File: src/design/anqp_pkg.sv
// Package for the ANQP element deframer: item types and byte codes.
// It depends on nothing; the deframer top level imports it.
`timescale 1ns / 1ps

package anqp_pkg;

  localparam logic [1:0] KIND_HEADER  = 2'd0;
  localparam logic [1:0] KIND_PAYLOAD = 2'd1;
  localparam logic [1:0] KIND_IGNORED = 2'd2;
  localparam logic [1:0] KIND_OVERRUN = 2'd3;

  localparam logic [7:0] WFA_OUI_0 = 8'h50;
  localparam logic [7:0] WFA_OUI_1 = 8'h6F;
  localparam logic [7:0] WFA_OUI_2 = 8'h9A;
  localparam logic [7:0] HS_TYPE   = 8'h11;

  localparam logic [15:0] HDR_LEN     = 16'd4;
  localparam logic [15:0] HS_MIN_LEN  = 16'd6;
  localparam logic [15:0] OUI_LEN     = 16'd3;
  localparam logic [15:0] SUBTYPE_OFF = 16'd4;

  typedef struct packed {
    logic        first_byte;
    logic [15:0] buffer_length;
    logic [7:0]  data_byte;
  } in_item_t;

  typedef struct packed {
    logic [1:0]  byte_kind;
    logic [15:0] element_id;
    logic [15:0] element_length;
    logic [15:0] payload_offset;
    logic        element_end;
    logic [7:0]  payload_byte;
    logic        is_hotspot;
    logic [7:0]  hotspot_subtype;
  } out_item_t;

endpackage

File: src/design/anqp_element_deframer_top.sv
// Top level of the ANQP element deframer: parser state and result register.
// It depends on anqp_pkg for the item types and byte codes.
`timescale 1ns / 1ps

// The deframer takes one byte of an ANQP response buffer per item and returns
// one result item per byte, in the cycle after the byte is accepted. A byte is
// taken in every cycle in which the result register is empty or its item is
// being taken at the same edge, so the sustained rate is one byte per clock.
// That figure is set by the single parser update, a few compares and a 16-bit
// counter step, that sits between the input port and the result register.
// Parsing restarts on every byte marked as the first of a buffer.
module anqp_element_deframer_top
  import anqp_pkg::*;
(
  input  logic      clk_i,
  input  logic      rst_ni,
  input  logic      in_valid_i,
  output logic      in_ready_o,
  input  in_item_t  in_item_i,
  output logic      out_valid_o,
  input  logic      out_ready_i,
  output out_item_t out_item_o
);

  typedef enum logic [1:0] {
    PH_STOPPED = 2'd0,
    PH_HEADER  = 2'd1,
    PH_PAYLOAD = 2'd2
  } phase_e;

  phase_e      phase_q, phase_d;
  logic [15:0] position_q, position_d;
  logic [15:0] total_q, total_d;
  logic [1:0]  hdr_cnt_q, hdr_cnt_d;
  logic [15:0] cur_id_q, cur_id_d;
  logic [15:0] cur_len_q, cur_len_d;
  logic [15:0] pay_cnt_q, pay_cnt_d;
  logic        vendor_q, vendor_d;
  logic [7:0]  subtype_q, subtype_d;
  logic        out_valid_q;
  out_item_t   out_item_q, res_d;
  logic        accept;

  assign in_ready_o  = !out_valid_q || out_ready_i;
  assign accept      = in_valid_i && in_ready_o;
  assign out_valid_o = out_valid_q;
  assign out_item_o  = out_item_q;

  always_comb begin
    logic [15:0] pos;
    logic [16:0] next_pos;
    logic [17:0] next_hdr_end;
    logic [17:0] elem_end;
    logic        next_fits;
    logic [7:0]  b;
    phase_e      ph;
    logic        vm;

    b         = in_item_i.data_byte;
    total_d   = total_q;
    pos       = position_q;
    ph        = phase_q;
    hdr_cnt_d = hdr_cnt_q;
    if (in_item_i.first_byte) begin
      total_d   = in_item_i.buffer_length;
      pos       = '0;
      hdr_cnt_d = '0;
      ph        = (HDR_LEN <= in_item_i.buffer_length) ? PH_HEADER : PH_STOPPED;
    end

    next_pos     = {1'b0, pos} + 17'd1;
    next_hdr_end = {1'b0, next_pos} + {2'b00, HDR_LEN};
    next_fits    = next_hdr_end <= {2'b00, total_d};

    phase_d   = ph;
    cur_id_d  = cur_id_q;
    cur_len_d = cur_len_q;
    pay_cnt_d = pay_cnt_q;
    vendor_d  = vendor_q;
    subtype_d = subtype_q;
    elem_end  = '0;
    vm        = 1'b0;

    res_d                 = '0;
    res_d.byte_kind       = KIND_IGNORED;
    res_d.payload_byte    = b;

    unique case (ph)
      PH_HEADER: begin
        unique case (hdr_cnt_d)
          2'd0: begin
            cur_id_d  = {8'h00, b};
            cur_len_d = '0;
          end
          2'd1: cur_id_d = {b, cur_id_q[7:0]};
          2'd2: cur_len_d = {8'h00, b};
          default: cur_len_d = {b, cur_len_q[7:0]};
        endcase
        res_d.byte_kind      = KIND_HEADER;
        res_d.element_id     = cur_id_d;
        res_d.element_length = cur_len_d;
        if (hdr_cnt_d == 2'd3) begin
          hdr_cnt_d = '0;
          elem_end  = {1'b0, next_pos} + {2'b00, cur_len_d};
          if (elem_end > {2'b00, total_d}) begin
            res_d.byte_kind = KIND_OVERRUN;
            phase_d         = PH_STOPPED;
          end else if (cur_len_d == '0) begin
            res_d.element_end = 1'b1;
            phase_d           = next_fits ? PH_HEADER : PH_STOPPED;
          end else begin
            phase_d   = PH_PAYLOAD;
            pay_cnt_d = '0;
            vendor_d  = cur_len_d >= HS_MIN_LEN;
            subtype_d = '0;
          end
        end else begin
          hdr_cnt_d = hdr_cnt_d + 2'd1;
        end
      end
      PH_PAYLOAD: begin
        res_d.byte_kind      = KIND_PAYLOAD;
        res_d.element_id     = cur_id_q;
        res_d.element_length = cur_len_q;
        res_d.payload_offset = pay_cnt_q;
        vm = vendor_q;
        priority if (pay_cnt_q == 16'd0) begin
          if (b != WFA_OUI_0) vm = 1'b0;
        end else if (pay_cnt_q == 16'd1) begin
          if (b != WFA_OUI_1) vm = 1'b0;
        end else if (pay_cnt_q == 16'd2) begin
          if (b != WFA_OUI_2) vm = 1'b0;
        end else if (pay_cnt_q == OUI_LEN) begin
          if (b != HS_TYPE) vm = 1'b0;
        end else if (pay_cnt_q == SUBTYPE_OFF) begin
          subtype_d = b;
        end
        vendor_d = vm;
        if (vm && (pay_cnt_q >= HS_MIN_LEN)) begin
          res_d.is_hotspot      = 1'b1;
          res_d.hotspot_subtype = subtype_d;
        end
        if (({1'b0, pay_cnt_q} + 17'd1) >= {1'b0, cur_len_q}) begin
          res_d.element_end = 1'b1;
          hdr_cnt_d         = '0;
          phase_d           = next_fits ? PH_HEADER : PH_STOPPED;
        end else begin
          pay_cnt_d = pay_cnt_q + 16'd1;
        end
      end
      default: phase_d = PH_STOPPED;
    endcase

    position_d = (pos == 16'hFFFF) ? pos : next_pos[15:0];
  end

  always_ff @(posedge clk_i or negedge rst_ni) begin
    if (!rst_ni) begin
      phase_q     <= PH_STOPPED;
      position_q  <= '0;
      total_q     <= '0;
      hdr_cnt_q   <= '0;
      cur_id_q    <= '0;
      cur_len_q   <= '0;
      pay_cnt_q   <= '0;
      vendor_q    <= 1'b0;
      subtype_q   <= '0;
      out_valid_q <= 1'b0;
    end else begin
      if (accept) begin
        phase_q    <= phase_d;
        position_q <= position_d;
        total_q    <= total_d;
        hdr_cnt_q  <= hdr_cnt_d;
        cur_id_q   <= cur_id_d;
        cur_len_q  <= cur_len_d;
        pay_cnt_q  <= pay_cnt_d;
        vendor_q   <= vendor_d;
        subtype_q  <= subtype_d;
      end
      if (in_ready_o) begin
        out_valid_q <= in_valid_i;
      end
    end
  end

  always_ff @(posedge clk_i) begin
    if (accept) begin
      out_item_q <= res_d;
    end
  end

endmodule

File: config.mk
export PLATFORM = sky130hd
export DESIGN_NAME = anqp_element_deframer_top
export DESIGN_NICKNAME = d
export VERILOG_FILES = /design/src/design/anqp_pkg.sv /design/src/design/anqp_element_deframer_top.sv
export SDC_FILE = /design/constraint.sdc
export NUM_CORES = 1
export LEC_CHECK = 0
export BUFFER_PORTS_ARGS = -buffer_cell sky130_fd_sc_hd__clkbuf_2
export CORE_ASPECT_RATIO = 1.4
export CORE_MARGIN = 2
export CORE_UTILIZATION = 62
export CTS_BUF_LIST = sky130_fd_sc_hd__clkbuf_2 sky130_fd_sc_hd__clkbuf_4 sky130_fd_sc_hd__clkbuf_8
export CTS_CLUSTER_DIAMETER = 40
export DETAILED_ROUTE_END_ITERATION = 7
export GPL_TIMING_DRIVEN = 0
export PLACE_DENSITY_LB_ADDON = 0.1
export SLEW_MARGIN = 20
export SYNTH_ARGS = -nofsm -noshare
export SYNTH_HDL_FRONTEND = slang
export SYNTH_SLANG_ARGS = --single-unit
File: constraint.sdc
create_clock -name clk_i -period 5.7 [get_ports clk_i]
set_clock_uncertainty 0.05 [all_clocks]
set_input_delay 0.285 -clock clk_i [delete_from_list [all_inputs] [get_ports clk_i]]
set_output_delay 0.285 -clock clk_i [all_outputs]
set_load 0.02 [all_outputs]
* Word level (Yosys, flattened, before mapping) *
Cells that the tools add are included.

operators by class
  add/sub/neg operators = 6
  $lt $le $gt $ge = 6
  eq/ne operators = 18
  mux-type cells = 54
  reductions and logical operators = 12

operators with widths
  kind                   count
  $mux 16                8
  $pmux 34 s2            1
  $mux 8                 8
  $pmux 16 s2            2
  $pmux 16 s3            1
  $add 16x1->17 const B  2
  $eq 16x2->1 const B    2
  $ge 16x3->1 const B    2
  $logic_not 16->1       2
  $mux 2                 10
  $add 17x16->18         1
  $add 17x3->18 const B  1
  $gt 18x16->1           1
  $le 18x16->1           1
  $mux 1                 18
  $ge 17x16->1           1
  $add 16x1->16 const B  1
  $eq 16x1->1 const B    1
  $eq 16x16->1 const B   1
  $eq 16x3->1 const B    1
  $le 3x16->1 const A    1
  $ne 8x7->1 const B     2
  $pmux 8 s2             1
  $mux 9                 1
  other kinds (16)       26

word-level totals
  register bits after elaboration = 162
  input port bits = 29
  output and inout bits = 70

* Depth between registers and ports, before layout *
Gate-level depths: netlist of run 1.

  depth in word-level cells = 10
  depth in mapped cells = 28

* Least setup slack after synthesis of run 1 *
Ideal clock, no wire load.

  kind = input to register
  start = input in_item_i[24] in the netlist's numbering
  end = register pay_cnt_q[12]
  arrival time = 5.669 ns
  data required time = 5.524 ns
  path slack = -0.145 ns
  stages on the path = 27
  path buffers = 5
  path through = buf_4 clkbuf_1 buf_1 clkbuf_1 nor2b_1 ha_1 nand3_1 nor4_1 xnor2_1 nor2_1 ha_1 a21o_1 a21o_1 a221oi_1 o31ai_1 a21o_1 a21oi_1 xnor2_1 ha_1 nand4_1 nor2_1 a21boi_0 o31ai_1 a41o_4 nand3_2 buf_2 a221o_1

between the ends
  longest elaborated chain between the ends = 8
  elaborated cells between the ends (all ways) = 23
  classes of those cells = add/sub (2); order compare (1); eq/ne (9); mux (7); reduce/logical (4)

ends and longest elaborated chain
  element                                                                 RTL line                          text
  start, declared                                                         anqp_element_deframer_top.sv:19   input in_item_t in_item_i,
  parallel branches: the longest is 8 deep, another holds $add 17x16->18  n/a
  end signal, assigned                                                    anqp_element_deframer_top.sv:177  pay_cnt_q <= pay_cnt_d;
  end, declared                                                           anqp_element_deframer_top.sv:37   logic [15:0] pay_cnt_q, pay_cnt_d;

Parallel ways; which one is timed is not known. The select of a mux whose other input is x is not followed.
A chain may end at the register's enable or synchronous reset.

* Worst setup path in the final report of run 1 *
  start = register hdr_cnt_q[1]
  end = register pay_cnt_q[12]

between the ends
  longest elaborated chain between the ends = 8
  elaborated cells between the ends (all ways) = 14
  classes of those cells = add/sub (1); order compare (1); eq/ne (6); mux (3); reduce/logical (3)

ends and longest elaborated chain
  element                              RTL line                          text
  start, declared                      anqp_element_deframer_top.sv:34   logic [1:0] hdr_cnt_q, hdr_cnt_d;
  start signal, assigned               anqp_element_deframer_top.sv:174  hdr_cnt_q <= hdr_cnt_d;
  $mux 2 *                             anqp_element_deframer_top.sv:64   if (in_item_i.first_byte) begin
  $eq 2x2->1 (tied with other cells)   anqp_element_deframer_top.sv:90   unique case (hdr_cnt_d)
  $pmux 16 s3                          anqp_element_deframer_top.sv:90
  $mux 16                              anqp_element_deframer_top.sv:88   unique case (ph)
  $add 17x16->18                       anqp_element_deframer_top.sv:104  elem_end = {1'b0, next_pos} + {2'b00, cur_len_d};
  $gt 18x16->1                         anqp_element_deframer_top.sv:105  if (elem_end > {2'b00, total_d}) begin
  $ne 2x2->1 (no source line)          n/a
  $reduce_and 6->1 (no source line) *  n/a

Mark *: on every way between the ends. The rest lies on a longest branch, timed or not. The select of a mux whose other input is x is not followed.

==> results of run 1 <==
layout make-up:
type	instances	share of cell area (%)
inverter	52	1.68
timing repair buffer	117	6.03
clock inverter	15	1.59
buffer	48	2.06
sequential	162	37.7
multi-input combinational	745	46.7
tap	199	2.14
clock buffer	17	2.01
critical path: cells and delay by family (launching register included):
family	cells	cell delay [ns]
AO/OA/AOI/OAI	10	2.35
XOR/XNOR	1	0.19
adder cells (fa/ha/maj)	3	0.98
buffers and inverters	4	0.61
flip-flops	1	0.41
AND/OR/NAND/NOR	6	0.78
cells by family after synthesis:
family          synth area share, %
simple gates                   16.9
compound gates                 18.0
flops                          43.8
buf+inv                        4.23
fa+ha+maj                      9.43
xor+xnor                       4.36
mux                            3.28
power breakdown:
group,switching [W],internal (W),total [W]
sequential,0.0000776,0.00133,0.00141
combinational,0.000509,0.000319,0.000828
clock,0.000517,0.000374,0.000891
sequential cells by signal, summed over array words and instances (netlist names), named ones only:
register	flops
cur_len_q	15
cur_id_q	16
subtype_q	8
hdr_cnt_q	2
position_q	16
vendor_q	1
pay_cnt_q	16
phase_q	2
out_item_o	68
total_q	16
out_valid_o	1
routing by layer:
| metal | routed length (um) | track usage, % | vias up |
|---|---|---|---|
| li1 | - | - | 3979 |
| met4 | 1520 | 19.0 | 0 |
| met3 | 1420 | 5.41 | 91 |
| met1 | 10400 | 37.1 | 4069 |
| met5 | 0 | 0 | - |
| met2 | 14800 | 59.1 | 344 |
cells in the mapped netlist, types with 7 or more instances:
master and instances:
dfrtp_1 94, a22o_1 57, a31oi_1 8, mux2i_1 25, o21a_1 10, a21oi_1 39
mux2_2 7, a221o_1 7, o22a_1 9, o21ai_0 73, nand2b_1 10, and3_1 19
nand4_1 21, xor2_1 15, ha_1 74, nor4_1 8, clkbuf_1 36, a21o_1 10
inv_1 50, nor3_1 10, and2_1 20, nand3_1 33, nor2_1 70, xnor2_1 35
nand2_1 95, a211oi_1 7, nor2b_1 8, edfxtp_1 68
worst paths after layout:
kind | startpoint | to
worst max-delay path | hdr_cnt_q[1]$_DFFE_PN0P_ | pay_cnt_q[12]$_DFFE_PN0P_
worst min-delay path | in_item_i[6] | out_item_o[15]$_DFFE_PP_
worst max register to register | hdr_cnt_q[1]$_DFFE_PN0P_ | pay_cnt_q[12]$_DFFE_PN0P_
worst min register to register | total_q[12]$_DFFE_PN0P_ | total_q[12]$_DFFE_PN0P_
max in group asynchronous | rst_ni | pay_cnt_q[3]$_DFFE_PN0P_
min in group asynchronous | rst_ni | total_q[10]$_DFFE_PN0P_
repair_timing:
item,in CTS,in global routing
setup buffers,5,4
pin swaps,6,7
endpoints found under the setup margin,30,29
hold endpoints to repair,49,0
resized for setup,25,25
hold buffers,8,0
stage by stage:
stage	hold slack, ns	cell area, um^2	worst slack (ns)	setup TNS [ns]	power [W]
detailed placement	0.192	10800	-1.64	-41.45	0.00221
floorplan	-0.0606	10000	0.0660	0	0.00196
global placement	0.412	10800	-1.72	-43.92	0.00218
CTS	0.00986	11500	0.00299	0	0.00311
global route	0.00733	11600	0.00456	0	0.00328
finish	0.0273	11600	0.210	0	0.00313
==> impl_metrics.json, run 1 <==
{
  "synth_ff_type": "dfrtp_1",
  "slew_headroom_pct": 37.4,
  "path_clk_slew_ns": 0.10,
  "rsz0062_at_grt": "no",
  "post-synth-top-area-fraction_pct": 23.4,
  "cts.sinks": 162,
  "die_w_um": 112,
  "worst-r2r-cell-count": 24,
  "dieArea_um2": 17200,
  "drc_errors": 0,
  "power_density_nw_per_um2": 269,
  "tightest_slew_ns": 0.931,
  "final_cell_mix": "clkbuf_2, nand2_1, dfrtp_1, o21ai_0, ha_1",
  "hp-class": "input pin to flip-flop",
  "die_y_um": 155,
  "worstPathCellList": "nor2b_4, inv_1, ha_4, or2_1, buf_6, a22o_1, inv_1, fa_1, nor2b_1, o31a_1, o21ai_4, o21ba_2, o21bai_1, a21oi_1, xnor2_1, ha_1, nand4_1, nor2_1, a21boi_1, o31ai_4, a41o_4, nand3_4, buf_6, a221o_1",
  "worst-r2r-setup-slack_ns": 0.21,
  "cts-root-buf": "clkbuf_8",
  "final_common_cell": "clkbuf_2",
  "rows": 55,
  "syn_area_um2": 10000,
  "start_util_pct": 62.6,
  "syn2layout_area_growth_pct": 16.0,
  "maxCapViolCount": 0,
  "globalRouteTotalUtil_pct": 33.0,
  "cp_max_fo": 10,
  "ff_latch_area_um2": 4390,
  "p_leak_nw": 5.24,
  "core_um2": 16000,
  "post-place-cells": 1308,
  "slowest_stage": "fa_1",
  "grt_pass1_wl_um": 43800,
  "peakVddDrop_uv": 212,
  "io_pins": 99,
  "synth-seq-cells": 162,
  "period_share_pct": 96.3,
  "final_cells": 1355,
  "endpoint_kind": "flip-flop",
  "grt.overflow.total": 0,
  "ys_warn_count": 0,
  "synth.avg_cell_area_um2": 9.94,
  "synth_edf_count": 68,
  "setup_violations": 0,
  "ys_types": 79,
  "grt_pass1_vias": 8431,
  "synth_seq_area_share_pct": 43.8,
  "ant_nets": 0,
  "hold_violations": 0,
  "place_congestion": 0.957,
  "firstDrtPassIters": 5,
  "min_period_ns": 5.49,
  "via_count": 8483,
  "wl_per_cell_um": 20.7,
  "htreeDepth": 4,
  "antenna_cells": 0,
  "async_flop_share_pct": 58.0,
  "cts.path.max_buffers": 2,
  "worst_setup_path_start_kind": "flip-flop",
  "clk_latency_ns": 0.50,
  "finish.net_count": 1247,
  "antenna_found_initial": 0,
  "synth_fp_nets": 1113,
  "crit_type": "flip-flop to flip-flop",
  "status": "finished clean",
  "drt_iter0_markers": 733,
  "synth_area_leaders": "dfrtp_1, edfxtp_1, ha_1",
  "finalWirelength_um": 28100,
  "cp.required_ns": 6.03,
  "fillCellCount": 1218,
  "final_util_pct": 72.6,
  "avgViaCountPerCell": 6.26,
  "grt_start_max_net_pins": 55,
  "fmax_mhz": 182,
  "whs_path_depth": 1,
  "hpwl_um": 21000,
  "synth_top_area_cell": "dfrtp_1",
  "cp.arrival_ns": 5.82,
  "cts_tree": "done",
  "numPortBuffers": 98,
  "cpPeakStageDelay_ns": 0.48,
  "drive_above_1_share_pct": 18.2,
  "multi_input_area_um2": 5440,
  "synthCells": 1009,
  "numCtsBuffers": 17,
  "drv_slew": 0
}
(Power assumes the default switching activity.)
==> inputs of run 2 (changes only) <==
- ABC_AREA: default -> 1
- CORE_MARGIN: 2 -> default
==> run 2 against run 1 <==
- the run now ends with DRC, hold timing left
- sequential share of layout area fell by 0.16 points
- maximum frequency rose by 3.5%
- sequential power barely moved
- critical path type unchanged
- largest power group unchanged
==> impl_metrics.json, run 2 <==
{
  "status": "finished with violations",
  "violations": "DRC, hold timing",
  "slowest_stage": "xor2_1",
  "via_count": 9584,
  "synth_area_leaders": "dfrtp_1, edfxtp_1, nand2_1",
  "dr_wl_met2_um": 14700,
  "yosysMostFrequentCell": "nand2_1",
  "numCtsBuffers": 17,
  "finalWirelength_um": 29100,
  "synth.avg_cell_area_um2": 8.02,
  "pre_cts_slack_ns": -0.520,
  "ys_types": 47,
  "grt_pass1_wl_um": 45800,
  "final_cell_mix": "nand2_1, inv_1, o21ai_0, nor2_1, clkbuf_2",
  "synth_common_cells": "nand2_1, inv_1, o21ai_0, nor2_1, dfrtp_1",
  "cts_tree": "done",
  "cts-root-buf": "clkbuf_8",
  "grt_pass1_vias": 9157,
  "slew_headroom_pct": 50.5,
  "largest_reg_flops": 68,
  "syn_area_um2": 10400,
  "stdcell_area_um2": 11700,
  "fin_ws_ns": 0.394,
  "wl_per_cell_um": 17.8,
  "start_util_pct": 63.9,
  "numPortBuffers": 97,
  "grt.overflow.total": 0,
  "finish.net_count": 1526,
  "report.power.total_w": 0.00321,
  "post-synth-top-area-fraction_pct": 22.6,
  "synth_seq_area_share_pct": 42.2,
  "drc_errors": 15,
  "drive_above_1_share_pct": 13.1,
  "antenna_cells": 0,
  "rsz0062_at_grt": "no",
  "syn2layout_area_growth_pct": 12.3,
  "endpoint_kind": "flip-flop",
  "synth_top_area_cell": "dfrtp_1",
  "grt_start_max_net_pins": 89,
  "drt_iter0_markers": 774,
  "period_share_pct": 93.1,
  "cpMostUsedCell": "nand2_1",
  "setup_violations": 0,
  "die_y_um": 155,
  "fmax_mhz": 188,
  "m1WireLength_um": 10500,
  "cp.required_ns": 6.03,
  "final_cells": 1634,
  "die_w_um": 112,
  "synthCells": 1299,
  "finalSetupTns_ns": 0,
  "tightest_slew_ns": 0.733,
  "post-place-cells": 1597,
  "firstDrtPassIters": 8,
  "hpwl_um": 22600,
  "p_leak_nw": 5.77,
  "maxCapViolCount": 0,
  "crit_type": "flip-flop to flip-flop",
  "cts.sinks": 162,
  "io_pins": 99,
  "power_density_nw_per_um2": 274,
  "globalRouteTotalUtil_pct": 34.8,
  "worst_setup_path_start_kind": "flip-flop",
  "synth-seq-cells": 162,
  "min_period_ns": 5.31,
  "drv_slew": 0,
  "clk_latency_ns": 0.48,
  "hp-class": "input pin to flip-flop",
  "avgViaCountPerCell": 5.87,
  "synth_edf_count": 68,
  "place_area_um2": 11200,
  "cp_max_fo": 10,
  "cp.arrival_ns": 5.63,
  "cpPeakStageDelay_ns": 0.59,
  "synth_ff_type": "dfrtp_1",
  "core_um2": 16300,
  "htreeDepth": 4,
  "path_clk_slew_ns": 0.10,
  "whs_ns": -0.00104,
  "async_flop_share_pct": 58.0,
  "cts.path.max_buffers": 2,
  "place_congestion": 0.952,
  "rows": 55,
  "antenna_found_initial": 0,
  "peakVddDrop_uv": 164,
  "dieArea_um2": 17300,
  "final_common_cell": "nand2_1",
  "synth_fp_nets": 1403,
  "ant_nets": 0,
  "hold_violations": 1,
  "wl_met3_um": 1830,
  "topRoutingLayerUsed": "met4",
  "ys_warn_count": 0
}
[run 2: cell types whose count changed after synthesis, sizes merged, moves of 16 or more]
cell / change
a21oi: +16
a22o: -57
and2: -21
and3: -19
inv: +130
mux2i: -19
nand2: +198
nand3: +18
nand4: +24
nor2: +36
o21ai: +83
o22ai: +16
xnor2: -27
[run 2: kinds of logic after synthesis]
family / Yosys count / synth area share (%)
buffers and inverters: 220 / 8.45
muxes: 6 / 0.577
and+or+nand+nor: 543 / 23.4
DFF: 162 / 42.2
adders and majority gates: 75 / 9.08
AOI/OAI and AO/OA: 255 / 13.1
xor gates and xnor gates: 38 / 3.20
[run 2: path summary, 6_finish.rpt]
check | slack, ns | endpoint | cells after the start | from
max in group asynchronous | 4.80 | position_q[4]$_DFFE_PN0P_ | 3 | rst_ni
setup reg to reg | 0.39 | pay_cnt_q[14]$_DFFE_PN0P_ | 28 | position_q[0]$_DFFE_PN0P_
hold reg to reg | 0.45 | total_q[5]$_DFFE_PN0P_ | 2 | total_q[5]$_DFFE_PN0P_
setup / recovery | 0.39 | pay_cnt_q[14]$_DFFE_PN0P_ | 28 | position_q[0]$_DFFE_PN0P_
min in group asynchronous | 0.13 | cur_id_q[12]$_DFFE_PN0P_ | 2 | rst_ni
hold / removal | -0.001 | out_item_o[10]$_DFFE_PP_ | 1 | in_item_i[1]
[run 2: critical path, delay by kind of cell (launching register included)]
kind                       cells  cell delay, ns
DFF                            1            0.37
adders and majority gates      3            0.89
xor gates and xnor gates       2            0.74
and+or+nand+nor               17            2.21
buffers and inverters          3            0.49
AOI/OAI and AO/OA              3            0.43
[run 2: cell type report]
cell class	count	area (um^2)
timing repair buffer	105	597
inverter	181	687
tap	199	249
multi-input combinational	917	5160
fill	1391	4620
buffer	38	195
sequential	162	4390
clock buffer	17	234
clock inverter	15	169
[run 2: per-stage QoR]
| stage | hold WS, ns | utilization, % |
|---|---|---|
| 6_report | -0.00104 | 71.7 |
| 5_1_grt | 0.00915 | 71.7 |
| 4_1_cts | 0.00107 | 71.3 |
| 3_5_place_dp | 0.0636 | 68.8 |
| 3_3_place_gp | 0.413 | 68.4 |
| 2_1_floorplan | -0.0606 | - |
[run 2: report_power, final]
part	switching [W]	internal, W
combinational	0.000651	0.000299
sequential	0.0000590	0.00135
clock	0.000516	0.000332
total	0.00123	0.00198
[run 2: timing repair]
action                                 in CTS  in global routing
setup endpoints to repair                  25                 30
endpoints found under the hold margin      94                  0
hold buffers                                1                  0
setup buffers                               0                  5
resized for setup                           3                  5
pin swaps                                   0                  1
[run 2: metal layers]
layer / global-route usage (%) / vias up
li1: - / 4616
met1: 37.3 / 4420
met4: 26.7 / 0
met5: 0 / -
met3: 5.06 / 115
met2: 61.9 / 433
